==> src/hw/rtl/mpl_pkg.sv <==
`default_nettype none
package mpl_pkg;

    localparam int MAX_PHASES = 8;
    localparam int IW = $clog2(MAX_PHASES);
    localparam int CW = $clog2(MAX_PHASES + 1);

    localparam int DW = 32;   // diameter
    localparam int FW = 17;   // q1.16 fraction
    localparam int LW = 16;   // phase packing limit
    localparam int RAM_W = DW + FW + LW + FW;
    localparam int SUM_W = FW + $clog2(MAX_PHASES);

    localparam logic [16:0] ONE    = 17'd65536;
    localparam logic [17:0] TWO    = 18'd131072;
    localparam logic [16:0] CUTOFF = 17'd48562;   // 0.741
    localparam logic [17:0] K235   = 18'd154010;  // 2.35
    localparam logic [16:0] K135   = 17'd88474;   // 1.35

    localparam int CFG_IW = 2;
    localparam logic [CFG_IW-1:0] CFG_MIX_RES   = 2'd0;
    localparam logic [CFG_IW-1:0] CFG_MIN_PL    = 2'd1;
    localparam logic [CFG_IW-1:0] CFG_RATIO_TOL = 2'd2;

    typedef enum logic [4:0] {
        OP_NONE, OP_INIT, OP_LAT_I, OP_LAT_J, OP_SET_R, OP_MUL1, OP_MUL2,
        OP_SET_Q, OP_MUL3, OP_SET_P, OP_SET_M, OP_M_ZERO, OP_SET_C, OP_MUL4,
        OP_ACC, OP_BEST, OP_FIN
    } t_op;

    typedef enum logic [2:0] {
        DV_R, DV_Q, DV_M, DV_C, DV_S, DV_CAND
    } t_dsel;

    typedef struct packed {
        t_op           op;
        logic          div_go;
        t_dsel         dsel;
        logic          load;
        logic          take;
        logic [CW-1:0] n;
        logic [CW-1:0] pos;
        logic          gt;
    } t_cmd;

    typedef struct packed {
        logic div_done;
        logic dilute;
        logic i_pres;
        logic j_pres;
        logic tol_skip;
        logic p_pos;
        logic sum_lt;
    } t_stat;

endpackage
`default_nettype wire

==> src/hw/rtl/mpl_ctrl.sv <==
`default_nettype none
module mpl_ctrl (
    input  wire logic           i_clk,
    input  wire logic           i_rst_n,
    input  wire logic           i_start,
    input  wire logic           i_last_phase,
    input  wire mpl_pkg::t_stat i_stat,
    output mpl_pkg::t_cmd       o_cmd,
    output logic                o_busy,
    output logic                o_strobe
);
    import mpl_pkg::*;

    typedef enum logic [5:0] {
        S_IDLE, S_INIT, S_IRD, S_ILAT, S_ICHK, S_JTOP, S_JLAT, S_JCHK,
        S_RW, S_RSET, S_RCHK, S_MUL2, S_QW, S_QSET, S_MUL3, S_PSET, S_PCHK,
        S_MW, S_MSET, S_CDIV, S_CW, S_CSET, S_MUL4, S_SDIV, S_SW, S_ACC,
        S_JNEXT, S_CAND, S_KW, S_BEST, S_INEXT, S_FIN, S_OUT
    } t_state;

    t_state        r_state, n_state;
    logic [CW-1:0] r_count, n_count, r_ii, n_ii, r_jj, n_jj;
    logic          accept;

    assign accept = i_start && !o_busy;

    always_comb begin
        n_state      = r_state;
        n_count      = r_count;
        n_ii         = r_ii;
        n_jj         = r_jj;
        o_cmd.op     = OP_NONE;
        o_cmd.div_go = 1'b0;
        o_cmd.dsel   = DV_R;
        o_cmd.take   = accept;
        o_cmd.load   = accept && (r_count < CW'(MAX_PHASES));
        o_cmd.n      = r_count;
        o_cmd.pos    = r_jj;
        o_cmd.gt     = (r_ii > r_jj);
        if (o_cmd.load) begin
            n_count = r_count + 1'b1;
        end

        case (r_state)
            S_IDLE: begin
                if (accept && i_last_phase) begin
                    n_state = S_INIT;
                end
            end
            S_INIT: begin
                o_cmd.op = OP_INIT;
                n_ii     = '0;
                if (i_stat.dilute || r_count == '0) begin
                    n_state = S_FIN;
                end else begin
                    n_state = S_IRD;
                end
            end
            S_IRD: begin
                o_cmd.pos = r_ii;
                n_state   = S_ILAT;
            end
            S_ILAT: begin
                o_cmd.op = OP_LAT_I;
                n_state  = S_ICHK;
            end
            S_ICHK: begin
                n_jj    = '0;
                n_state = i_stat.i_pres ? S_JTOP : S_INEXT;
            end
            S_JTOP:  n_state = (r_jj == r_ii) ? S_JNEXT : S_JLAT;
            S_JLAT: begin
                o_cmd.op = OP_LAT_J;
                n_state  = S_JCHK;
            end
            S_JCHK: begin
                if (i_stat.j_pres) begin
                    o_cmd.div_go = 1'b1;
                    o_cmd.dsel   = DV_R;
                    n_state      = S_RW;
                end else begin
                    n_state = S_JNEXT;
                end
            end
            S_RW:    n_state = i_stat.div_done ? S_RSET : S_RW;
            S_RSET: begin
                o_cmd.op = OP_SET_R;
                n_state  = S_RCHK;
            end
            S_RCHK: begin
                if (i_stat.tol_skip) begin
                    n_state = S_JNEXT;
                end else begin
                    o_cmd.op = OP_MUL1;
                    n_state  = S_MUL2;
                end
            end
            S_MUL2: begin
                o_cmd.op     = OP_MUL2;
                o_cmd.div_go = 1'b1;
                o_cmd.dsel   = DV_Q;
                n_state      = S_QW;
            end
            S_QW:    n_state = i_stat.div_done ? S_QSET : S_QW;
            S_QSET: begin
                o_cmd.op = OP_SET_Q;
                n_state  = S_MUL3;
            end
            S_MUL3: begin
                o_cmd.op = OP_MUL3;
                n_state  = S_PSET;
            end
            S_PSET: begin
                o_cmd.op = OP_SET_P;
                n_state  = S_PCHK;
            end
            S_PCHK: begin
                if (i_stat.p_pos) begin
                    o_cmd.div_go = 1'b1;
                    o_cmd.dsel   = DV_M;
                    n_state      = S_MW;
                end else begin
                    o_cmd.op = OP_M_ZERO;
                    n_state  = S_CDIV;
                end
            end
            S_MW:    n_state = i_stat.div_done ? S_MSET : S_MW;
            S_MSET: begin
                o_cmd.op = OP_SET_M;
                n_state  = S_CDIV;
            end
            S_CDIV: begin
                o_cmd.div_go = 1'b1;
                o_cmd.dsel   = DV_C;
                n_state      = S_CW;
            end
            S_CW:    n_state = i_stat.div_done ? S_CSET : S_CW;
            S_CSET: begin
                o_cmd.op = OP_SET_C;
                n_state  = S_MUL4;
            end
            S_MUL4: begin
                o_cmd.op = OP_MUL4;
                n_state  = S_SDIV;
            end
            S_SDIV: begin
                o_cmd.div_go = 1'b1;
                o_cmd.dsel   = DV_S;
                n_state      = S_SW;
            end
            S_SW:    n_state = i_stat.div_done ? S_ACC : S_SW;
            S_ACC: begin
                o_cmd.op = OP_ACC;
                n_state  = S_JNEXT;
            end
            S_JNEXT: begin
                n_jj    = r_jj + 1'b1;
                n_state = (n_jj == r_count) ? S_CAND : S_JTOP;
            end
            S_CAND: begin
                if (i_stat.sum_lt) begin
                    o_cmd.div_go = 1'b1;
                    o_cmd.dsel   = DV_CAND;
                    n_state      = S_KW;
                end else begin
                    n_state = S_BEST;
                end
            end
            S_KW:    n_state = i_stat.div_done ? S_BEST : S_KW;
            S_BEST: begin
                o_cmd.op = OP_BEST;
                n_state  = S_INEXT;
            end
            S_INEXT: begin
                n_ii    = r_ii + 1'b1;
                n_state = (n_ii == r_count) ? S_FIN : S_IRD;
            end
            S_FIN: begin
                o_cmd.op = OP_FIN;
                n_state  = S_OUT;
            end
            S_OUT: begin
                n_count = '0;
                n_state = S_IDLE;
            end
            default: n_state = S_IDLE;
        endcase
    end

    always_ff @(posedge i_clk) begin
        if (!i_rst_n) begin
            r_state  <= S_IDLE;
            r_count  <= '0;
            r_ii     <= '0;
            r_jj     <= '0;
            o_busy   <= 1'b0;
            o_strobe <= 1'b0;
        end else begin
            r_state  <= n_state;
            r_count  <= n_count;
            r_ii     <= n_ii;
            r_jj     <= n_jj;
            o_busy   <= (n_state != S_IDLE);
            o_strobe <= (n_state == S_OUT);
        end
    end
endmodule
`default_nettype wire

==> config.mk <==
export PLATFORM = sky130hd
export DESIGN_NAME = mpl_ctrl
export DESIGN_NICKNAME = d
export VERILOG_FILES = /design/src/hw/rtl/mpl_pkg.sv /design/src/hw/rtl/mpl_ctrl.sv
export SDC_FILE = /design/constraint.sdc
export NUM_CORES = 1
export LEC_CHECK = 0
export BUFFER_PORTS_ARGS = -buffer_cell sky130_fd_sc_hd__clkbuf_2
export CORE_MARGIN = 2
export CORE_UTILIZATION = 50
export CTS_BUF_LIST = sky130_fd_sc_hd__clkbuf_2 sky130_fd_sc_hd__clkbuf_4 sky130_fd_sc_hd__clkbuf_8
export DETAILED_ROUTE_END_ITERATION = 7
export HOLD_SLACK_MARGIN = 0.15
export PLACE_DENSITY = 0.68
export SLEW_MARGIN = 20
export SYNTH_ARGS = -nofsm -noshare
export SYNTH_HDL_FRONTEND = slang
export SYNTH_SLANG_ARGS = --single-unit
==> constraint.sdc <==
create_clock -name i_clk -period 3.3 [get_ports i_clk]
set_input_delay 0.495 -clock i_clk [delete_from_list [all_inputs] [get_ports i_clk]]
set_output_delay 0.495 -clock i_clk [all_outputs]
set_load 0.005 [all_outputs]
* Word level (Yosys, flattened, before mapping)
Index checks and enable logic that the tools add are counted.
Word-level totals: output and inout port bits 22, input port bits 11, bits in registers 20
Cells by class: magnitude comparators 2, multiplexer cells 27, $add $sub $neg 3, eq/ne operators 36, bitwise operators 1, reductions and logical operators 11
Operator list (number):
- 6-bit case mux with 32 select lines | 1
- 6-bit by 5-bit equality test with 1-bit output, second input constant | 16
- 5-bit case mux with 16 select lines | 1
- 6-bit by 4-bit equality test with 1-bit output, second input constant | 8
- 5-bit 2-to-1 mux | 7
- 6-bit by 3-bit equality test with 1-bit output, second input constant | 4
- 4-bit case mux with 6 select lines | 1
- 4-bit 2-to-1 mux | 5
- 4-bit case mux with 2 select lines | 2
- 4-bit by 1-bit adder with 4-bit output, second input constant | 3
- 4-bit equality test | 3
- 6-bit by 2-bit equality test with 1-bit output, second input constant | 2
- 6-bit equality test, second input constant | 2
- 6-bit by 1-bit equality test with 1-bit output, second input constant | 1
- 6-bit logical NOT | 1
- 1-bit 2-to-1 mux | 6
- 6-bit 2-to-1 mux | 1
- 6-bit nonzero test | 1
- 4-bit > comparator | 1
- 4-bit logical NOT | 1
- 4-bit < comparator, second input constant | 1
- 2-bit 2-to-1 mux | 2
- 2-bit nonzero test | 2
- 1-bit logical AND | 3
- other kinds (5) | 5

* Longest topological paths before layout
depth in word-level cells 6, mapped depth 9

* Worst setup path before layout
Ideal clock, no wire load.
kind reg-to-output, start register r_state[3], end output port o_cmd[14] in the netlist's numbering, arrival 1396 ps, cell stages (with the launch flop) 7, slack 1409 ps, path buffers 2, path through dfxtp_1 buf_6 buf_6 nand2_1 o21ai_0 nor2_1 or3_1
RTL lines:
- start: declaration | line mpl_ctrl.sv:21 | t_state r_state, n_state;
- start signal: assignment | line mpl_ctrl.sv:199 | r_state <= n_state;
- end: declaration | line mpl_ctrl.sv:8 | output mpl_pkg::t_cmd o_cmd,

==> results.json <==
{
  "outcome": "complete, no violations",
  "cts.sinks": 20,
  "cp_max_fo": 23,
  "rsz0062_at_grt": "no",
  "arrival_ns": 2.39,
  "maxSlewViolCount": 0,
  "crit_required_ns": 2.80,
  "syn_avg_cell_area_um2": 7.62,
  "tritoncts": "yes",
  "fin_setup_tns_ns": 0,
  "postCtsResizedCells": 0,
  "initial_utilization": 0.527,
  "netlist_area_mm2": 0.00194,
  "maxCapViolations": 0,
  "fin_ws_ns": 0.420,
  "path_clk_slew_ns": 0.09,
  "grt_max_degree": 28,
  "ant_nets": 0,
  "drt_pass1_iterations": 4,
  "async_reset_ff_frac": 0,
  "final_area_mm2": 0.00211,
  "cts-htree-levels": 1,
  "wl_per_cell_um": 15.4,
  "p_sw_frac": 0.503,
  "portBuffers": 32,
  "max_freq_mhz": 347,
  "routed_wirelength_um": 4950,
  "synth_nets": 274,
  "clkPwrFrac": 0.129,
  "antenna_found_initial": 0,
  "use_met2": 0.351,
  "maxSlewHeadroom": 0.343,
  "grtUsageMet1": 0.362,
  "yosysSeqAreaShare": 0.206,
  "cp-end-kind": "primary output",
  "cts_setup_buffers": 0,
  "cp-start-kind": "register",
  "chipWidth_um": 66.4,
  "layout-drive-gt1-share": 0.201,
  "finClkSkew_ns": 0.0106,
  "yosysUniqueCellTypes": 59,
  "grt_pass1_vias": 1732,
  "gr-usage-met3": 0.0562,
  "grt_util_all_layers": 0.249,
  "routed-via-count": 1925,
  "yosysWarnings": 0,
  "min_path_type": "input pin to register",
  "nets": 294,
  "pwr-share-comb": 0.573,
  "hold_violations": 0,
  "period_share": 0.873,
  "clock_path_buffers": 2,
  "die_y_um": 66.4,
  "grt-ovfl-total": 0,
  "drc": 0,
  "fin_crit_ns": 2.88,
  "diodes": 0,
  "synth_edf_count": 0,
  "worst_pin_slew_ns": 0.985,
  "peakVddDrop_v": 0.000301,
  "grt_pass1_wl_um": 8390,
  "num_rows": 22,
  "area_delta_synth_final_pct": 8.30,
  "place_congestion": 0.977,
  "via_per_inst": 5.98,
  "cts_root_buffer": "clkbuf_8",
  "dieArea_mm2": 0.00440,
  "numCtsBuffers": 3,
  "hpwl_um": 3760,
  "hold-worst-slack_ns": 0.538,
  "cts-hold-fix-buffers": 0,
  "synth_seq_cells": 20,
  "pin_count": 33,
  "clkLatencyLatePin_ns": 0.27,
  "power.leakage_nw": 0.877,
  "power_frac_seq": 0.298,
  "switchingPower_mw": 0.765,
  "core-area_mm2": 0.00369,
  "p_per_area_mw_per_mm2": 722,
  "place_area_mm2": 0.00205,
  "synth_ff_type": "dfxtp_1",
  "top_usage_layer": "met1",
  "synthesis.instances": 255,
  "reg2reg_slack_ns": 0.94,
  "setup_violations": 0,
  "drt_iter0_drc": 221,
  "pre_cts_ws_ns": 0.771,
  "crit_type": "register to primary output",
  "p_int_mw": 0.755
}
==> path summary, 6_finish.rpt <==
check,start,to,cells after the start
worst min register to register,r_jj[2]$_SDFFE_PN0P_,r_jj[2]$_SDFFE_PN0P_,2
worst max-delay path,r_state[0]$_SDFF_PN0_,o_cmd[16],6
worst max register to register,r_state[3]$_SDFF_PN0_,r_ii[3]$_SDFFE_PN0P_,6
worst min-delay path,i_rst_n,r_count[0]$_SDFFE_PP0P_,3
==> registers in the layout, indices dropped and copies added, names as in the netlist <==
name,flops
r_ii,4
r_count,4
o_busy,1
r_state,6
r_jj,4
o_strobe,1
==> critical path: stages (launching register included) <==
cell	delay, ns
dfxtp_1	0.77
nor2b_1	0.71
a32oi_1	0.20
nor2_1	0.14
a21oi_1	0.05
o21ai_0	0.14
clkbuf_2	0.13
==> per-stage QoR <==
stage	power [mW]	cells	utilization
final	1.52	322	0.571
after global routing	1.66	322	0.571
after CTS	1.51	322	0.571
after detailed placement	1.32	318	0.556
after global placement	1.31	318	0.556
after floorplan	1.15	255	-
==> final cells by class <==
| cell class | instances | area [µm²] |
|---|---|---|
| Fill cell | 389 | 1580 |
| Multi-Input combinational cell | 204 | 1360 |
| Sequential cell | 20 | 400 |
| Timing Repair Buffer | 36 | 190 |
| Tap cell | 48 | 60.1 |
| Clock buffer | 4 | 55.1 |
| Inverter | 10 | 37.5 |
==> cells in the final DEF (no fill, tap or decap), types with 2 or more instances in the layout <==
master     n
nand2_1   15
or3_1      3
nor3b_1    2
inv_1     10
clkbuf_2  32
nor2_1    35
a31oi_1    2
o22ai_1    2
and4_1     2
a21o_1     3
xor2_1     6
clkbuf_8   4
a211o_1    2
a211oi_1   4
nor2_2     2
nor3_1     8
a22oi_1    6
o21ai_0   13
nand3_1   13
a41oi_1    2
buf_4      4
nand2b_1   4
nor4_1     3
mux2_2     3
xnor2_1    8
ha_1       8
dfxtp_1   20
and2b_1    3
a21oi_1   17
nor2b_1    6
a32oi_1    4
nand3b_1   3
==> kinds of logic (layout without fill, tap and decap cells) <==
family | count (synthesis) | after routing | share of synthesized area
simple gates | 110 | 110 | 0.313
buf+inv | 31 | 50 | 0.0933
compound gates | 67 | 67 | 0.239
xor+xnor | 15 | 15 | 0.0753
mux | 4 | 4 | 0.0225
flops | 20 | 20 | 0.206
fa+ha+maj | 8 | 8 | 0.0515
==> per-layer routing <==
layer	share of wire	routed length [µm]
met1	0.48	2370
met2	0.44	2160
met3	0.068	337
met5	0	0
met4	0.016	78
==> synthesized netlist by cell type (5+ instances only) <==
cell type / n / share of area
a21oi_1: 17 / 0.044
a22oi_1: 6 / 0.023
buf_2: 8 / 0.021
buf_6: 5 / 0.029
clkbuf_1: 5 / 0.0097
dfxtp_1: 20 / 0.21
ha_1: 8 / 0.051
inv_1: 10 / 0.019
nand2_1: 15 / 0.029
nand3_1: 13 / 0.033
nor2_1: 35 / 0.068
nor2b_1: 6 / 0.019
nor3_1: 8 / 0.021
o21ai_0: 13 / 0.033
xnor2_1: 8 / 0.036
xor2_1: 6 / 0.027
==> power groups by stage <==
stage	registers (mW)	clock network (mW)	logic, mW
after floorplan	0.319	0	0.835
after global placement	0.453	0	0.860
after detailed placement	0.454	0	0.862
after CTS	0.448	0.199	0.867
after global routing	0.471	0.214	0.972
final	0.453	0.196	0.871
No activity file was read; power rests on OpenSTA's default activity.
